### src/rtl/core/dltq_pkg.sv
package dltq_pkg;

	localparam logic [1:0] OP_INSERT  = 2'd0;
	localparam logic [1:0] OP_REMOVE  = 2'd1;
	localparam logic [1:0] OP_ADVANCE = 2'd2;
	localparam logic [1:0] OP_UNUSED  = 2'd3;

	localparam logic [1:0] KIND_INS_ACK = 2'd0;
	localparam logic [1:0] KIND_REM_ACK = 2'd1;
	localparam logic [1:0] KIND_FIRED   = 2'd2;
	localparam logic [1:0] KIND_NONE    = 2'd3;

	localparam logic [1:0] ST_OK       = 2'd0;
	localparam logic [1:0] ST_FULL     = 2'd1;
	localparam logic [1:0] ST_NOTFOUND = 2'd2;

	localparam int MaxFire = 16;

	// Datapath operation selected by the controller each cycle.
	typedef enum logic [3:0] {
		DP_IDLE,
		DP_LOAD,
		DP_INS_WALK,
		DP_INS_SHIFT,
		DP_INS_FINISH,
		DP_REM_FIND,
		DP_REM_SHIFT,
		DP_ADV_HEAD,
		DP_ADV_POP,
		DP_ADV_SETTLE
	} dp_cmd_t;

	typedef struct packed {
		logic        walk_done;   // insert walk reached its place
		logic        found;       // remove search hit
		logic        search_end;  // remove search ran off the list
		logic        shift_done;
		logic        pop_end;     // closing shift reached the end of the list
		logic        head_due;
		logic        head_more;   // after a pop, the new head fires as well
		logic        no_free;
		logic        busy_h;
		logic [4:0]  fire_cnt;
	} dp_status_t;

endpackage

### src/rtl/core/dltq_datapath.sv
module dltq_datapath #(
	parameter int QUEUE_DEPTH = 16
) (
	input  logic                clk,
	input  logic                arst_n,
	input  dltq_pkg::dp_cmd_t   cmd,
	input  logic [1:0]          opcode,
	input  logic [31:0]         delay,
	input  logic [15:0]         tag,
	input  logic [3:0]          handle,
	input  logic [31:0]         elapsed,
	output dltq_pkg::dp_status_t st,
	output logic [3:0]          slot_o,
	output logic [15:0]         ftag_o,
	output logic [31:0]         late_o
);
	localparam int IW = (QUEUE_DEPTH > 1) ? $clog2(QUEUE_DEPTH) : 1;
	localparam int CW = $clog2(QUEUE_DEPTH + 1);

	logic [IW-1:0] order_q [QUEUE_DEPTH];
	logic [31:0]   delta_q [QUEUE_DEPTH];
	logic [15:0]   tagm_q  [QUEUE_DEPTH];
	logic [QUEUE_DEPTH-1:0] busy_q;
	logic [CW-1:0] count_q;
	logic [CW-1:0] pos_q;
	logic [CW-1:0] idx_q;
	logic [31:0]   rem_q;
	logic [15:0]   tag_q;
	logic [IW-1:0] hnd_q;
	logic          hok_q;
	logic [IW-1:0] free_q;
	logic [4:0]    fire_q;

	logic [IW-1:0] free_c;
	logic          no_free_c;
	logic [IW-1:0] cur_s;
	logic [31:0]   cur_d;
	logic          pos_in;
	logic          hnd_ok;

	always_comb begin
		free_c    = '0;
		no_free_c = 1'b1;
		for (int i = QUEUE_DEPTH - 1; i >= 0; i--) begin
			if (!busy_q[i]) begin
				free_c    = IW'(i);
				no_free_c = 1'b0;
			end
		end
	end

	assign pos_in = pos_q < count_q;
	assign cur_s  = order_q[pos_q[IW-1:0]];
	assign cur_d  = delta_q[cur_s];
	assign hnd_ok = (32'(handle) < 32'(QUEUE_DEPTH));

	assign st.walk_done  = !pos_in || (cur_d > rem_q);
	assign st.found      = pos_in && (cur_s == hnd_q);
	assign st.search_end = !pos_in;
	assign st.shift_done = (idx_q == pos_q);
	assign st.pop_end    = !(idx_q + 1'b1 < count_q);
	assign st.head_due   = (count_q != '0) && (delta_q[order_q[0]] <= rem_q);
	assign st.head_more  = (count_q > CW'(1)) && (delta_q[order_q[0]] <= rem_q) &&
		(fire_q < 5'(dltq_pkg::MaxFire));
	assign st.no_free    = no_free_c || (count_q >= CW'(QUEUE_DEPTH));
	assign st.busy_h     = hok_q && busy_q[hnd_q];
	assign st.fire_cnt   = fire_q;

	always_ff @(posedge clk or negedge arst_n) begin
		if (!arst_n) begin
			busy_q  <= '0;
			count_q <= '0;
			fire_q  <= '0;
		end else begin
			unique case (cmd)
				dltq_pkg::DP_LOAD: begin
					pos_q  <= '0;
					rem_q  <= (opcode == dltq_pkg::OP_INSERT) ? delay : elapsed;
					tag_q  <= tag;
					hnd_q  <= IW'(handle);
					hok_q  <= hnd_ok;
					free_q <= free_c;
					fire_q <= '0;
				end
				dltq_pkg::DP_INS_WALK: begin
					if (!st.walk_done) begin
						rem_q <= rem_q - cur_d;
						pos_q <= pos_q + 1'b1;
					end else begin
						if (pos_in)
							delta_q[cur_s] <= cur_d - rem_q;
						idx_q <= count_q;
					end
				end
				dltq_pkg::DP_INS_SHIFT: begin
					if (idx_q != pos_q) begin
						order_q[idx_q[IW-1:0]] <= order_q[idx_q[IW-1:0] - 1'b1];
						idx_q <= idx_q - 1'b1;
					end
				end
				dltq_pkg::DP_INS_FINISH: begin
					order_q[pos_q[IW-1:0]] <= free_q;
					delta_q[free_q] <= rem_q;
					tagm_q[free_q]  <= tag_q;
					busy_q[free_q]  <= 1'b1;
					count_q <= count_q + 1'b1;
					slot_o  <= 4'(free_q);
				end
				dltq_pkg::DP_REM_FIND: begin
					if (st.search_end)
						busy_q[hnd_q] <= 1'b0;
					else if (st.found) begin
						if (pos_q + 1'b1 < count_q)
							delta_q[order_q[pos_q[IW-1:0] + 1'b1]] <=
								delta_q[order_q[pos_q[IW-1:0] + 1'b1]] + delta_q[hnd_q];
						idx_q <= pos_q;
					end else
						pos_q <= pos_q + 1'b1;
				end
				dltq_pkg::DP_REM_SHIFT: begin
					if (idx_q + 1'b1 < count_q) begin
						order_q[idx_q[IW-1:0]] <= order_q[idx_q[IW-1:0] + 1'b1];
						idx_q <= idx_q + 1'b1;
					end else begin
						count_q <= count_q - 1'b1;
						busy_q[hnd_q] <= 1'b0;
					end
				end
				dltq_pkg::DP_ADV_HEAD: begin
					// Latch the due head for output, then start to pop it.
					slot_o <= 4'(order_q[0]);
					ftag_o <= tagm_q[order_q[0]];
					late_o <= rem_q - delta_q[order_q[0]];
					rem_q  <= rem_q - delta_q[order_q[0]];
					busy_q[order_q[0]] <= 1'b0;
					fire_q <= fire_q + 1'b1;
					idx_q  <= '0;
				end
				dltq_pkg::DP_ADV_POP: begin
					if (idx_q + 1'b1 < count_q) begin
						order_q[idx_q[IW-1:0]] <= order_q[idx_q[IW-1:0] + 1'b1];
						idx_q <= idx_q + 1'b1;
					end else
						count_q <= count_q - 1'b1;
				end
				dltq_pkg::DP_ADV_SETTLE: begin
					if (count_q != '0)
						delta_q[order_q[0]] <= (delta_q[order_q[0]] <= rem_q) ?
							32'd0 : delta_q[order_q[0]] - rem_q;
				end
				default: ;
			endcase
		end
	end
endmodule

### src/rtl/core/dltq_ctrl.sv
module dltq_ctrl (
	input  logic                 clk,
	input  logic                 arst_n,
	input  logic                 in_valid,
	output logic                 in_stall,
	input  logic [1:0]           opcode,
	output logic                 out_valid,
	input  logic                 out_stall,
	output logic [1:0]           kind,
	output logic [1:0]           status,
	output logic                 fired,
	output logic                 last,
	input  dltq_pkg::dp_status_t st,
	output dltq_pkg::dp_cmd_t    cmd
);
	localparam logic [3:0] S_IDLE  = 4'd0;
	localparam logic [3:0] S_DISP  = 4'd1;
	localparam logic [3:0] S_IWALK = 4'd2;
	localparam logic [3:0] S_ISHF  = 4'd3;
	localparam logic [3:0] S_IFIN  = 4'd4;
	localparam logic [3:0] S_RFIND = 4'd5;
	localparam logic [3:0] S_RSHF  = 4'd6;
	localparam logic [3:0] S_ACHK  = 4'd7;
	localparam logic [3:0] S_APOP  = 4'd8;
	localparam logic [3:0] S_AOUT  = 4'd9;
	localparam logic [3:0] S_ASET  = 4'd10;
	localparam logic [3:0] S_OUT   = 4'd11;

	logic [3:0] state_q;
	logic [1:0] op_q;
	logic       more_q;  // after the fired result, keep advancing

	assign in_stall  = (state_q != S_IDLE);
	assign out_valid = (state_q == S_OUT) || (state_q == S_AOUT);
	assign fired     = (state_q == S_AOUT);

	always_comb begin
		cmd = dltq_pkg::DP_IDLE;
		unique case (state_q)
			S_IDLE:  cmd = (in_valid && opcode != dltq_pkg::OP_UNUSED) ?
				dltq_pkg::DP_LOAD : dltq_pkg::DP_IDLE;
			S_IWALK: cmd = dltq_pkg::DP_INS_WALK;
			S_ISHF:  cmd = dltq_pkg::DP_INS_SHIFT;
			S_IFIN:  cmd = dltq_pkg::DP_INS_FINISH;
			S_RFIND: cmd = dltq_pkg::DP_REM_FIND;
			S_RSHF:  cmd = dltq_pkg::DP_REM_SHIFT;
			S_ACHK:  cmd = (st.head_due && st.fire_cnt < 5'(dltq_pkg::MaxFire)) ?
				dltq_pkg::DP_ADV_HEAD : dltq_pkg::DP_IDLE;
			S_APOP:  cmd = dltq_pkg::DP_ADV_POP;
			S_ASET:  cmd = dltq_pkg::DP_ADV_SETTLE;
			default: cmd = dltq_pkg::DP_IDLE;
		endcase
	end

	always_ff @(posedge clk or negedge arst_n) begin
		if (!arst_n) begin
			state_q <= S_IDLE;
			op_q    <= '0;
			kind    <= '0;
			status  <= '0;
			last    <= 1'b0;
			more_q  <= 1'b0;
		end else begin
			unique case (state_q)
				S_IDLE: begin
					if (in_valid && opcode != dltq_pkg::OP_UNUSED) begin
						op_q    <= opcode;
						state_q <= S_DISP;
					end
				end
				S_DISP: begin
					last   <= 1'b1;
					status <= dltq_pkg::ST_OK;
					if (op_q == dltq_pkg::OP_INSERT) begin
						kind <= dltq_pkg::KIND_INS_ACK;
						if (st.no_free) begin
							status  <= dltq_pkg::ST_FULL;
							state_q <= S_OUT;
						end else
							state_q <= S_IWALK;
					end else if (op_q == dltq_pkg::OP_REMOVE) begin
						kind <= dltq_pkg::KIND_REM_ACK;
						if (!st.busy_h) begin
							status  <= dltq_pkg::ST_NOTFOUND;
							state_q <= S_OUT;
						end else
							state_q <= S_RFIND;
					end else
						state_q <= S_ACHK;
				end
				S_IWALK: if (st.walk_done) state_q <= S_ISHF;
				S_ISHF:  if (st.shift_done) state_q <= S_IFIN;
				S_IFIN:  state_q <= S_OUT;
				S_RFIND: begin
					if (st.search_end) begin
						status  <= dltq_pkg::ST_NOTFOUND;
						state_q <= S_OUT;
					end else if (st.found)
						state_q <= S_RSHF;
				end
				// The pop loops leave when the shift reaches the end of the list.
				S_RSHF: if (st.pop_end) state_q <= S_OUT;
				S_ACHK: begin
					if (cmd == dltq_pkg::DP_ADV_HEAD)
						state_q <= S_APOP;
					else
						state_q <= S_ASET;
				end
				S_APOP: begin
					if (st.pop_end) begin
						kind    <= dltq_pkg::KIND_FIRED;
						status  <= dltq_pkg::ST_OK;
						more_q  <= st.head_more;
						last    <= !st.head_more;
						state_q <= S_AOUT;
					end
				end
				S_ASET: begin
					if (st.fire_cnt == '0) begin
						kind    <= dltq_pkg::KIND_NONE;
						status  <= dltq_pkg::ST_OK;
						last    <= 1'b1;
						state_q <= S_OUT;
					end else
						state_q <= S_IDLE;
				end
				S_AOUT: begin
					if (!out_stall)
						state_q <= more_q ? S_ACHK : S_ASET;
				end
				S_OUT: if (!out_stall) state_q <= S_IDLE;
				default: state_q <= S_IDLE;
			endcase
		end
	end
endmodule

### src/rtl/core/delta_list_timer_queue_top.sv
// Delta-list timer queue of QUEUE_DEPTH timers. One transfer in gives one result for
// insert and remove, and for advance one result per fired timer (at most sixteen) or a
// single nothing-due result; opcode three gives none. Items are handled one at a time.
// The controller walks and shifts the ordered list one entry per cycle, and that walk
// sets the timing. An insert result is offered after the walk, shift and finish steps, and
// a remove result after the search and shift; a refused insert or remove answers straight
// from dispatch. An advance offers each fired result after its pop and goes on while the
// new head is due; a nothing-due result comes after the settle step. The next input is
// taken once the last result has left, by way of the settle step after a fired result.
module delta_list_timer_queue_top #(
	parameter int QUEUE_DEPTH = 16
) (
	input  logic        clk,
	input  logic        arst_n,
	input  logic        in_valid,
	output logic        in_stall,
	input  logic [1:0]  opcode,
	input  logic [31:0] delay,
	input  logic [15:0] tag,
	input  logic [3:0]  handle,
	input  logic [31:0] elapsed,
	output logic        out_valid,
	input  logic        out_stall,
	output logic [1:0]  kind,
	output logic [1:0]  status,
	output logic [3:0]  slot,
	output logic [15:0] fired_tag,
	output logic [31:0] late_by,
	output logic        last
);
	dltq_pkg::dp_status_t st;
	dltq_pkg::dp_cmd_t    cmd;
	logic        fired;
	logic [3:0]  slot_d;
	logic [15:0] ftag_d;
	logic [31:0] late_d;

	dltq_datapath #(.QUEUE_DEPTH(QUEUE_DEPTH)) u_dp (
		.clk, .arst_n, .cmd, .opcode, .delay, .tag, .handle, .elapsed,
		.st, .slot_o(slot_d), .ftag_o(ftag_d), .late_o(late_d)
	);

	dltq_ctrl u_ctrl (
		.clk, .arst_n, .in_valid, .in_stall, .opcode, .out_valid, .out_stall,
		.kind, .status, .fired, .last, .st, .cmd
	);

	assign slot      = (fired || (kind == dltq_pkg::KIND_INS_ACK && status == dltq_pkg::ST_OK))
		? slot_d : 4'd0;
	assign fired_tag = fired ? ftag_d : 16'd0;
	assign late_by   = fired ? late_d : 32'd0;
endmodule
### config.mk
export PLATFORM = sky130hd
export DESIGN_NAME = delta_list_timer_queue_top
export DESIGN_NICKNAME = d
export VERILOG_FILES = /design/src/rtl/core/dltq_pkg.sv /design/src/rtl/core/dltq_datapath.sv /design/src/rtl/core/dltq_ctrl.sv /design/src/rtl/core/delta_list_timer_queue_top.sv
export SDC_FILE = /design/constraint.sdc
export NUM_CORES = 2
export LEC_CHECK = 0
export BUFFER_PORTS_ARGS = -buffer_cell sky130_fd_sc_hd__buf_2
export CAP_MARGIN = 20
export CORE_MARGIN = 3
export CORE_UTILIZATION = 60
export CTS_BUF_LIST = sky130_fd_sc_hd__clkbuf_16
export DETAILED_ROUTE_END_ITERATION = 10
export PLACE_DENSITY_LB_ADDON = 0.05
export SETUP_SLACK_MARGIN = 0.2
export SLEW_MARGIN = 20
export SYNTH_ARGS = -nofsm -noshare
export SYNTH_HDL_FRONTEND = slang
export SYNTH_HIERARCHICAL = 1
export SYNTH_SLANG_ARGS = --single-unit
### constraint.sdc
create_clock -name clk -period 10.7 [get_ports clk]
set_input_delay 1.07 -clock clk [delete_from_list [all_inputs] [get_ports clk]]
set_output_delay 1.07 -clock clk [all_outputs]
set_load 0.01 [all_outputs]
==> summary.txt <==
Worst setup EP type -> flop
first-pass GRT wire length -> 284.2 mm
Setup Skew -> 82.19 ps
r2r setup slk -> 1070 ps
Synth cell types -> 94
routability-driven placement congestion ratio -> 0.9798
Avg Synthesized Cell Area -> 14.62 um2
Starting Density -> 60.63%
Clock Path Buffers -> 3
DRT antenna net count -> 0
GRT Util Overall -> 36.03%
Via density -> 7.359
Post-synth ARST share -> 3.815%
multi-input logic area -> 31760 um2
Reg2Reg Depth -> 24
Layout Nets -> 4664
Critical-path top delay cell -> edfxtp_1
layout cells sized above 1 -> 29.70%
DRT Wirelength -> 195.5 mm
DR iter-0 viols -> 6054
critical path required time -> 11110 ps
total CTS buffers -> 103
final period utilization -> 90.00%
Top cell by count, worst path -> buf_4
Die ar. -> 109000 um2
Syn Inst Count -> 4310
Hold Crit Class -> primary input to asynchronous set/reset pin
WP data arrival -> 10040 ps
status -> finished, final reports clean
Primary FF master, synth -> edfxtp_1
gr ovfl total -> 0
most frequent cells in the layout -> edfxtp_1, mux4_2, nand2_1
clock transition at the registers of the reported paths -> 60 ps
WP depth -> 24
Skew-Pair Late Insertion Delay -> 750 ps
Die H -> 330.1 um
number of global-route vias before repair -> 41197
Worst setup SP type -> flop
post-synth net total -> 4582
Post-CTS Resized -> 0
WP buf/inv -> 6
initial antenna violation count -> 1
max incr delay on CP -> 830 ps
DR vias -> 43151
max-cap viol count -> 0
Synth-to-Final Area Change -> 10.05%
hpwl dp -> 131.2 mm
Final Setup Violations -> 0
RSZ-0062 raised after global routing -> no
worst-path cell chain -> buf_4, buf_12, buf_4, mux4_2, mux4_2, ha_1, and4_1, and4_1, a21oi_1, a21oi_1, nand2b_1, mux2_2, o21ai_1, buf_4, nor2b_1, and2_1, nand3b_1, or4_1, buf_4, o22ai_1, a21oi_1, nor2b_1, and2_2, buf_4
Worst-Margin Slew -> 1236 ps
Reg area -> 29650 um2
synth warn -> 6
FF-to-FF Start -> u_dp/order_q[0][0]
critical path class -> flop to flop
final hold vios -> 0
Slew Limit Fails -> 0
Post-Syn Area -> 63020 um2
maximum clock frequency -> 0.1038 GHz
Post-synth EDFFs -> 950
I/O Pins -> 149
fillers -> 7340
largest net degree at the start of global routing -> 78
register area share after synthesis -> 47.03%
Hold Buf Count CTS -> 0
DRC viols -> 0
total core area -> 103900 um2
Setup Fix Bufs, Post-CTS -> 0
Max FO, Critical Path -> 66
fin util -> 66.72%
post-route setup TNS -> 0 ps
Rel. slew slack -> 15.23%
DRT Pass-1 Iters -> 6
htree depth -> 3
die width -> 330.1 um
fin crit period -> 9630 ps
# rows -> 118
most common library cell in the layout ignoring fill and taps -> edfxtp_1
IO buf count -> 148
kind of cell adding the most delay to the critical path -> simple AND/OR/NAND/NOR gates
wire per inst -> 33.34 um
CTS tree -> built
clock sink count -> 996
R2R Path End -> u_dp/delta_q[7][6]
Root Buffer -> clkbuf_16
Seq cells post-synth -> 996
## worst reg2reg max path, stage by stage (launching register included)
cell      delay [ps]
edfxtp_1         830
buf_4            400
buf_12           430
buf_4            960
mux4_2           650
mux4_2           610
ha_1             560
and4_1           290
and4_1           230
a21oi_1           80
a21oi_1          180
nand2b_1         150
mux2_2           290
o21ai_1          140
buf_4            230
nor2b_1          220
and2_1           410
nand3b_1         240
or4_1            450
buf_4            260
o22ai_1          170
a21oi_1          120
nor2b_1          330
and2_2           750
buf_4            360
## area by class of cell
class                      count  area share [%]
inverter                     155          0.8389
sequential                   996           42.75
tap                         1380           2.490
multi-input combinational   2833           45.79
clock buffer                 104           3.753
antenna                        3         0.01082
clock inverter                90           1.276
timing repair buffer         303           3.089
## cell families (layout without fill, tap and decap cells)
| kind of cell | Yosys count | in the layout | synth area share, % |
|---|---|---|---|
| adder cells (fa/ha/maj) | 182 | 182 | 3.673 |
| AND/OR/NAND/NOR | 733 | 733 | 5.778 |
| buffers and inverters | 481 | 652 | 3.044 |
| flip-flops | 996 | 996 | 47.03 |
| XOR/XNOR | 164 | 164 | 2.279 |
| multiplexers | 975 | 975 | 30.15 |
| AO/OA/AOI/OAI | 779 | 779 | 8.049 |
| other | 0 | 3 | 0 |
## synth_stat cells (all sizes together), types with 13 or more instances
library cell  instances  area, um2
edfxtp              950      28530
mux4                732      16490
nand2               223      837.1
clkbuf              207      777.0
a21oi               199      996.0
mux2i               191       1916
ha                  177       2215
o21ai               168      844.6
nor2                162      608.1
inv                 154      578.1
buf                 119      559.3
a21o                102      765.7
xnor2               102      893.4
and2                 69      431.7
xor2                 62      543.0
mux2                 52      596.8
nor3                 51      255.2
nand3                46      235.2
dfrtp                38      950.9
o21bai               38      285.3
a31oi                37      231.5
nor2b                37      231.5
nand4                33      212.7
nand2b               32      205.2
a211oi               29      217.7
o221ai               29      254.0
o21a                 28      210.2
o31ai                19      142.6
o211ai               17      127.6
a21boi               16      120.1
o22ai                14      101.4
and3                 13      81.33
or3                  13      81.33
## state kept, by name, summed over array words and instances, names as in the netlist, 4 cells and up, named ones only
register,flops
u_dp/pos_q,5
u_dp/ftag_o,16
u_dp/late_o,32
u_dp/count_q,5
u_dp/order_q,64
u_dp/tagm_q,256
u_dp/tag_q,16
u_dp/delta_q,512
u_dp/rem_q,32
u_dp/slot_o,4
u_dp/hnd_q,4
u_dp/fire_q,5
u_ctrl/state_q,4
u_dp/busy_q,16
u_dp/free_q,4
u_dp/idx_q,5
## stage by stage
step           hold WS, ps  cell area [um2]  std cells  worst slack [ps]
2_1_floorplan        488.4            63020       4310              1306
3_3_place_gp         509.1            65780       5665              1385
3_5_place_dp         519.1            65820       5666              1287
4_1_cts              441.3            69300       5860              1257
5_1_grt              458.9            69340       5861             524.6
6_report             450.9            69350       5864              1070
## worst max path at each step
stage	startpoint	to	slack, ps
final	u_dp/order_q[0][0]	u_dp/delta_q[7][6]	1070
after global routing	u_dp/order_q[0][0]	u_dp/delta_q[9][1]	520
after CTS	u_dp/order_q[0][0]	u_dp/delta_q[7][6]	1260
after detailed placement	u_dp/order_q[0][0]	u_dp/delta_q[7][15]	1290
after global placement	u_dp/order_q[0][0]	u_dp/delta_q[9][0]	1390
after floorplan	u_dp/order_q[0][0]	u_dp/delta_q[12][0]	1310
## metal layers
layer  vias to the layer above  global-route usage (%)  part of all wire, %
met5                         -                       0                 0.13
met4                         4                   8.883                  2.8
met3                       361                   13.97                   15
met2                      3119                   51.77                   44
met1                     21955                   52.36                   38
li1                      17712                       -                    -
Power is left out: the tool's default activity adds up to more than one toggle a clock period on the data nets, which glitch-free logic cannot reach.
